`config.mk`:
```
export PLATFORM = sky130hd
export DESIGN_NAME = pol_cell
export DESIGN_NICKNAME = d
export VERILOG_FILES = /design/src/hdl/pol_pkg.sv /design/src/hdl/pol_cell.sv
export SDC_FILE = /design/constraint.sdc
export NUM_CORES = 1
export LEC_CHECK = 0
export BUFFER_PORTS_ARGS = -buffer_cell sky130_fd_sc_hd__buf_2
export CAP_MARGIN = 20
export CORE_AREA = 8 8 61 102
export DETAILED_ROUTE_END_ITERATION = 8
export DIE_AREA = 0 0 69 110
export PLACE_DENSITY = 0.85
export SETUP_SLACK_MARGIN = 0.02
export SYNTH_ARGS = -nofsm -noshare
export SYNTH_HDL_FRONTEND = slang
export SYNTH_SLANG_ARGS = --single-unit
export TNS_END_PERCENT = 100
```
`constraint.sdc`:
```
create_clock -name clk -period 3 [get_ports clk]
set_input_delay 0.3 -clock clk [delete_from_list [all_inputs] [get_ports clk]]
set_output_delay 0.3 -clock clk [all_outputs]
set_load 0.1 [all_outputs]
```
`src/hdl/pol_pkg.sv`:
```
// ----------------------------------------------------------------------------
// pol_pkg
// Shared types and constants for the positional ordered list unit.
// ----------------------------------------------------------------------------
package pol_pkg;

	localparam int DATA_W     = 32;
	localparam int POS_W      = 8;
	localparam int CMD_W      = 2;
	localparam int STATUS_W   = 3;
	// search tree fan-in is 1 << TREE_FAN_LOG
	localparam int TREE_FAN_LOG = 2;

	typedef enum logic [CMD_W-1:0] {
		CMD_INSERT = 2'd0,
		CMD_DELETE = 2'd1,
		CMD_GET    = 2'd2,
		CMD_LOCATE = 2'd3
	} cmd_t;

	typedef enum logic [STATUS_W-1:0] {
		STATUS_OK        = 3'd0,
		STATUS_FULL      = 3'd1,
		STATUS_EMPTY     = 3'd2,
		STATUS_BAD_POS   = 3'd3,
		STATUS_NOT_FOUND = 3'd4
	} status_t;

	typedef enum logic {
		S_IDLE,
		S_SEARCH
	} state_t;

	// strobes broadcast to every cell
	typedef struct packed {
		logic ins;
		logic del;
		logic get;
		logic loc;
	} pol_ctl_t;

endpackage

```
`src/hdl/pol_cell.sv`:
```
// ----------------------------------------------------------------------------
// pol_cell
// One list slot: holds an entry, shifts with its neighbors on insert and
// delete, and registers its own hit flag for get and locate.
// ----------------------------------------------------------------------------
module pol_cell #(
	parameter int CMPW = 9,
	parameter int IDX  = 0
) (
	input  logic                        clk,
	input  pol_pkg::pol_ctl_t           ctl,
	input  logic [CMPW-1:0]             pos,
	input  logic [CMPW-1:0]             count,
	input  logic [pol_pkg::DATA_W-1:0]  value,
	input  logic [pol_pkg::DATA_W-1:0]  prev_entry,
	input  logic [pol_pkg::DATA_W-1:0]  next_entry,
	output logic [pol_pkg::DATA_W-1:0]  entry,
	output logic                        hit
);

	localparam logic [CMPW-1:0] POS_HERE = CMPW'(IDX + 1);
	localparam logic [CMPW-1:0] IDX_HERE = CMPW'(IDX);

	logic [pol_pkg::DATA_W-1:0] entry_q;
	logic                       hit_q;

	always_ff @(posedge clk) begin
		if (ctl.ins) begin
			if (POS_HERE == pos) begin
				entry_q <= value;
			end else if (IDX_HERE >= pos) begin
				entry_q <= prev_entry;
			end
		end else if (ctl.del) begin
			if (POS_HERE >= pos) begin
				entry_q <= next_entry;
			end
		end
	end

	always_ff @(posedge clk) begin
		if (ctl.get) begin
			hit_q <= (POS_HERE == pos) && (IDX_HERE < count);
		end else if (ctl.loc) begin
			hit_q <= (entry_q == value) && (IDX_HERE < count);
		end
	end

	assign entry = entry_q;
	assign hit   = hit_q;

endmodule

```
==> results of run 1 <==
[area by class of cell]
cell class / count / area share
Multi-Input combinational cell: 150 / 0.3464
Clock inverter: 3 / 0.004255
Sequential cell: 33 / 0.3370
Inverter: 1 / 0.001277
Clock buffer: 5 / 0.02340
Tap cell: 54 / 0.02298
Timing Repair Buffer: 154 / 0.2647
[registers in the layout, indices dropped and copies added, names as in the netlist]
register  cells
hit           1
entry        32
[Yosys cell counts]
master | instances | area share
edfxtp_1 | 33 | 0.48
nor2_1 | 33 | 0.060
a21oi_1 | 32 | 0.078
mux2i_1 | 32 | 0.16
xor2_1 | 28 | 0.12
nor4_1 | 9 | 0.027
clkbuf_1 | 7 | 0.013
xnor2_1 | 4 | 0.017
buf_2 | 3 | 0.0073
nand3_1 | 3 | 0.0073
nand4_1 | 3 | 0.0092
nor3_1 | 2 | 0.0049
inv_1 | 1 | 0.0018
o211a_1 | 1 | 0.0049
o21ai_1 | 1 | 0.0024
or2_2 | 1 | 0.0031
or4_1 | 1 | 0.0037
[metrics by stage]
stage	instances	util	power, mW
4_1_cts	400	0.6063	1.020
3_5_place_dp	392	0.5895	0.7068
5_1_grt	400	0.6063	1.059
6_report	400	0.6063	1.011
3_3_place_gp	392	0.5895	0.7004
2_1_floorplan	194	-	0.6065
[layout by cell type, fill, tap and decap left out, types with 2 or more instances in the layout]
cell type / synthesis / routed
a21oi_1: 32 / 32
buf_2: 3 / 151
buf_4: 0 / 3
clkbuf_8: 0 / 5
clkinv_1: 0 / 2
edfxtp_1: 33 / 33
mux2i_1: 32 / 32
nand3_1: 3 / 2
nand4_1: 3 / 3
nor2_1: 33 / 33
nor3_1: 2 / 2
nor4_1: 9 / 9
xnor2_1: 4 / 4
xor2_1: 28 / 28
[worst max-delay path, stage by stage]
cell,delay (ns)
buf_2,0.10
nor4_1,0.43
nand3_2,0.44
buf_4,0.41
mux2i_1,0.21
a21oi_1,0.08
[power breakdown]
part           switching, mW  total (mW)  internal (mW)
Clock                  0.159       0.315          0.156
Sequential          0.000935       0.514          0.513
Combinational         0.0905       0.183         0.0920
Total                  0.250        1.01          0.761
[cell families (layout without fill, tap and decap cells)]
logic type                count (synthesis)  after routing  synth area share
AOI/OAI and AO/OA                        34             34           0.08547
xor gates and xnor gates                 32             32            0.1368
buffers and inverters                    11            163           0.02198
DFF                                      33             33            0.4835
muxes                                    32             32            0.1563
and+or+nand+nor                          52             52            0.1160
[routing by layer]
metal	vias up	wire, um
met2	91	3837
met3	14	467
met5	-	18
met1	896	2503
met4	4	184
li1	1008	-
[worst min-delay path by stage]
| stage | to | slack [ns] | depth (start not counted) |
|---|---|---|---|
| after floorplan | hit$_DFFE_PP_ | 0.50 | 1 |
| after global placement | hit$_DFFE_PP_ | 0.59 | 2 |
| after detailed placement | hit$_DFFE_PP_ | 0.59 | 2 |
| after CTS | hit$_DFFE_PP_ | 0.30 | 2 |
| after global routing | hit$_DFFE_PP_ | 0.32 | 2 |
| final | hit$_DFFE_PP_ | 0.31 | 2 |
==> flow_summary.ini, run 1 <==
[outcome]
status = complete, no violations

[place]
place.port_buffers = 151
dpl.hpwl_um = 5731
post_dp_cell_area_mm2 = 0.002859
pre_cts_slack_ns = 0.6949
gp_congestion = 0.8752

[clock_network]
hold_buffers = 0
clk_pin_slew_worst_paths_ns = 0.07
tritoncts = done
cts_buffers = 5
cts_setup_buffers = 0
insertion_delay_ns = 0.28
clock_path_buffers = 2
htree_levels = 2
cts_root_buffer = clkbuf_8
cts_resized = 0
cts.sinks = 33

[detailed_routing]
route.detailed.drc = 0
wl_um = 7011
final_antenna_net_count = 0
wl_per_cell_um = 17.53
vias = 2013
viasPerCell = 5.033
drt_first_pass_iters = 4
drt_iter0_drc = 86

[floorplan]
die_h_um = 110
io_pins = 152
start_util = 0.4226
row_count = 34
fp.dieW_um = 69
coreArea_mm2 = 0.004850
die-area_mm2 = 0.007590

[timing]
final_hold_viol_count = 0
setup_tns_ns = 0
slew_viol_final = 0
fmax_mhz = 508.7
fin_ws_ns = 1.034
min_period_ns = 1.966
whs_ns = 0.3068
final.period_utilization = 0.6553
relSlewSlack = 0.6670
setup-violations-final = 0
grt_setup_unrepaired = no
worst_pin_slew_ns = 0.5029
skew_ns = 0.004238

[min_path]
min_from = ctl[0]
hp-class = in -> reg

[setup_path]
cp.arrival_ns = 1.98
crit_type = in -> reg
start_kind = input port
rrSetupSlack_ns = 1.04
startpoint = pos[4]
reg2regPathDepth = 5
crit_end = entry[7]$_DFFE_PP_
worstPathRequired_ns = 3.02
crit_fanout = 22
end_kind = flip-flop
crit-reg2reg-launch = entry[27]$_DFFE_PP_
reg2reg_to = hit$_DFFE_PP_

[run]
drv_cap = 0

[grt]
use_met2 = 0.3203
gr-usage-met1 = 0.1690
grt_first_pass_wirelength_um = 10640
gr-usage-all-layers = 0.1725
grt_overflow = 0
antenna_found_initial = 2
grt.busiest_layer = met2
use_met3 = 0.06362
grt_start_max_net_pins = 39
first_global_vias = 2191

[layout]
diodes = 0
final_area_mm2 = 0.002940
multi_input_area_mm2 = 0.001018
n_fill_cell = 433
nNetsFinal = 464
drive_gt1_frac = 0.4682
register_area_um2 = 991.0
syn_to_final_growth_pct = 43.47

[power]
vdd_drop_max_v = 0.0003773
power_density_mw_per_mm2 = 343.9
p_leak_nw = 1.567

[logic_synthesis]
synth_fp_nets = 313
synth_seq_area_share = 0.4835
synth-seq-cells = 33
synth.avg_cell_area_um2 = 10.56
syn_inst = 194
synth_area_mm2 = 0.002049
synth.distinct_cells = 17
ys_warn_count = 0
Note: power is estimated with default switching activity, not from simulation.
==> inputs of run 2 (changes only) <==
ABC_AREA = 1   (was not set)
CORE_AREA = 8 8 68 114   (was 8 8 61 102)
DIE_AREA = 0 0 76 122   (was 0 0 69 110)
PLACE_DENSITY = 0.77   (was 0.85)
clock period = 1.8 ns   (was 3 ns; I/O delays follow)
==> run 2 against run 1 <==
Critical path depth is 5 lower. Core utilization down 7.2 points. Register-to-register slack worse by 0.52 ns. Non-clock buffer count rose by 2. First-iteration DRC count is 57% higher. Power up 73%. Setup slack got worse by 0.55 ns. Routed wire length rose by 14%. Synthesized cell count up 66%. Clock power rose by 74%. Flip-flop and latch count unchanged. Cell count increased by 38%. Critical endpoint is now entry[9].
==> flow_summary.ini, run 2 <==
[grt]
antenna_found_initial = 0
first_global_vias = 2654
grt_first_pass_wirelength_um = 12550
grt_overflow = 0
gr-usage-all-layers = 0.1658
grt_start_max_net_pins = 34

[place]
gp_congestion = 0.8438
place.port_buffers = 151
dpl.hpwl_um = 6485

[floorplan]
fp.dieW_um = 76
coreArea_mm2 = 0.006133
io_pins = 152
row_count = 38
die-area_mm2 = 0.009272
start_util = 0.3849
die_h_um = 122

[logic_synthesis]
synth_top_area_frac = 0.4197
yosysMostFrequentCell = nand2_1
synthTopCellsByCount = nand2_1, nor2_1, inv_1, edfxtp_1, a31oi_1
synth_fp_nets = 441
synth_top_cell_by_area = edfxtp_1
synth_async_sr_flop_share = 0
syn_inst = 322
ys_warn_count = 0
synth.area.top_cells = edfxtp_1, nand2_1, nor2_1, inv_1, a31oi_1
synth.avg_cell_area_um2 = 7.332
synth-seq-cells = 33
yosys_most_used_dff = edfxtp_1
synth_edf_count = 33
synth.distinct_cells = 23
synth_seq_area_share = 0.4197
synth_area_mm2 = 0.002361

[power]
p_leak_nw = 1.647
combPwrFrac = 0.196
power_density_mw_per_mm2 = 532.8
p_sw_mw = 0.4493
swShare = 0.2575
seq_power_share = 0.491
clockPowerShare = 0.313
vdd_drop_max_v = 0.0004704
p_int_mw = 1.295

[setup_path]
cpPeakStageDelay_ns = 0.45
crit_type = reg -> out
path_cells = buf_2
worst-path-buf-inv = 1
end_kind = output port
crit_family = buffers and inverters
cp.arrival_ns = 1.14
crit_fanout = 3
cp_slowest_cell = buf_2
worstPathRequired_ns = 1.62
start_kind = flip-flop

[min_path]
hp-class = in -> reg

[outcome]
status = complete, no violations

[clock_network]
cts_buffers = 5
cts_resized = 0
cts_setup_buffers = 0
clock_path_buffers = 2
hold_buffers = 0
clk_pin_slew_worst_paths_ns = 0.07
htree_levels = 2
insertion_delay_ns = 0.29
tritoncts = done
cts_root_buffer = clkbuf_8
cts.sinks = 33

[layout]
syn_to_final_growth_pct = 38.69
drive_gt1_frac = 0.3932
mostFrequentLayoutCells = buf_2, nand2_1, nor2_1, inv_1, edfxtp_1
final_common_cell = buf_2
postLayoutCoreUtil = 0.5339
largest_register_ffs = 32
nNetsFinal = 591
n_fill_cell = 639
diodes = 0

[timing]
worst_pin_slew_ns = 0.5577
min_period_ns = 1.318
fmax_mhz = 758.7
setup_tns_ns = 0
final.period_utilization = 0.7323
grt_setup_unrepaired = no
setup-violations-final = 0
final_hold_viol_count = 0
skew_ns = 0.004606
relSlewSlack = 0.6278
slew_viol_final = 0

[detailed_routing]
wl_um = 8015
drt_first_pass_iters = 4
route.detailed.drc = 0
wl_per_cell_um = 14.49
final_antenna_net_count = 0
drt_iter0_drc = 135
viasPerCell = 4.667
vias = 2581

[run]
drv_cap = 0
==> run 2: final cells by class <==
| type | instances | area [um^2] | area share |
|---|---|---|---|
| multi-input cells | 237 | 1150 | 0.3512 |
| flip-flops and latches | 33 | 991.0 | 0.3026 |
| repair buffers | 156 | 805.8 | 0.2461 |
| inverters | 39 | 147.6 | 0.04509 |
| well taps | 80 | 100.1 | 0.03057 |
| clock buffers | 8 | 80.08 | 0.02446 |
==> run 2: path summary, 6_finish.rpt <==
| check | from | to | slack (ns) | cells past startpoint |
|---|---|---|---|---|
| max | entry[9]$_DFFE_PP_ | entry[9] | 0.48 | 1 |
| min | ctl[0] | hit$_DFFE_PP_ | 0.17 | 2 |
| max reg2reg | entry[13]$_DFFE_PP_ | hit$_DFFE_PP_ | 0.52 | 9 |
| min reg2reg | entry[30]$_DFFE_PP_ | hit$_DFFE_PP_ | 0.84 | 5 |
==> run 2: kinds of logic (layout without fill, tap and decap cells) <==
| logic type | after synthesis | after routing | synth area share |
|---|---|---|---|
| compound gates | 42 | 42 | 0.1335 |
| xor+xnor | 11 | 11 | 0.04080 |
| buf+inv | 52 | 203 | 0.09380 |
| flops | 33 | 33 | 0.4197 |
| simple gates | 184 | 184 | 0.3121 |
==> run 2: power groups by stage <==
stage	clock network [mW]	registers [mW]	logic [mW]
4_1_cts	0.570	0.856	0.345
5_1_grt	0.601	0.856	0.379
3_5_place_dp	0	0.873	0.343
6_report	0.547	0.856	0.342
3_3_place_gp	0	0.873	0.335
2_1_floorplan	0	0.897	0.141
==> run 2: layer usage <==
| metal | GRT usage | up-vias | part of all wire |
|---|---|---|---|
| li1 | - | 1331 | - |
| met3 | 0.04277 | 12 | 0.063 |
| met2 | 0.3075 | 92 | 0.56 |
| met5 | 0 | - | 0 |
| met4 | 0.07901 | 0 | 0.019 |
| met1 | 0.1684 | 1146 | 0.35 |
==> run 2: per-stage QoR <==
step           instance area, um^2  power [mW]  hold WS [ns]  setup slack [ns]  cells
2_1_floorplan                 2362       1.038        0.3800           0.03562    322
3_3_place_gp                  3194       1.207        0.4707            0.3352    545
3_5_place_dp                  3194       1.216        0.4620            0.2821    545
4_1_cts                       3274       1.770        0.1601            0.4659    553
5_1_grt                       3274       1.835        0.1660            0.4169    553
6_report                      3274       1.745        0.1709            0.4819    553
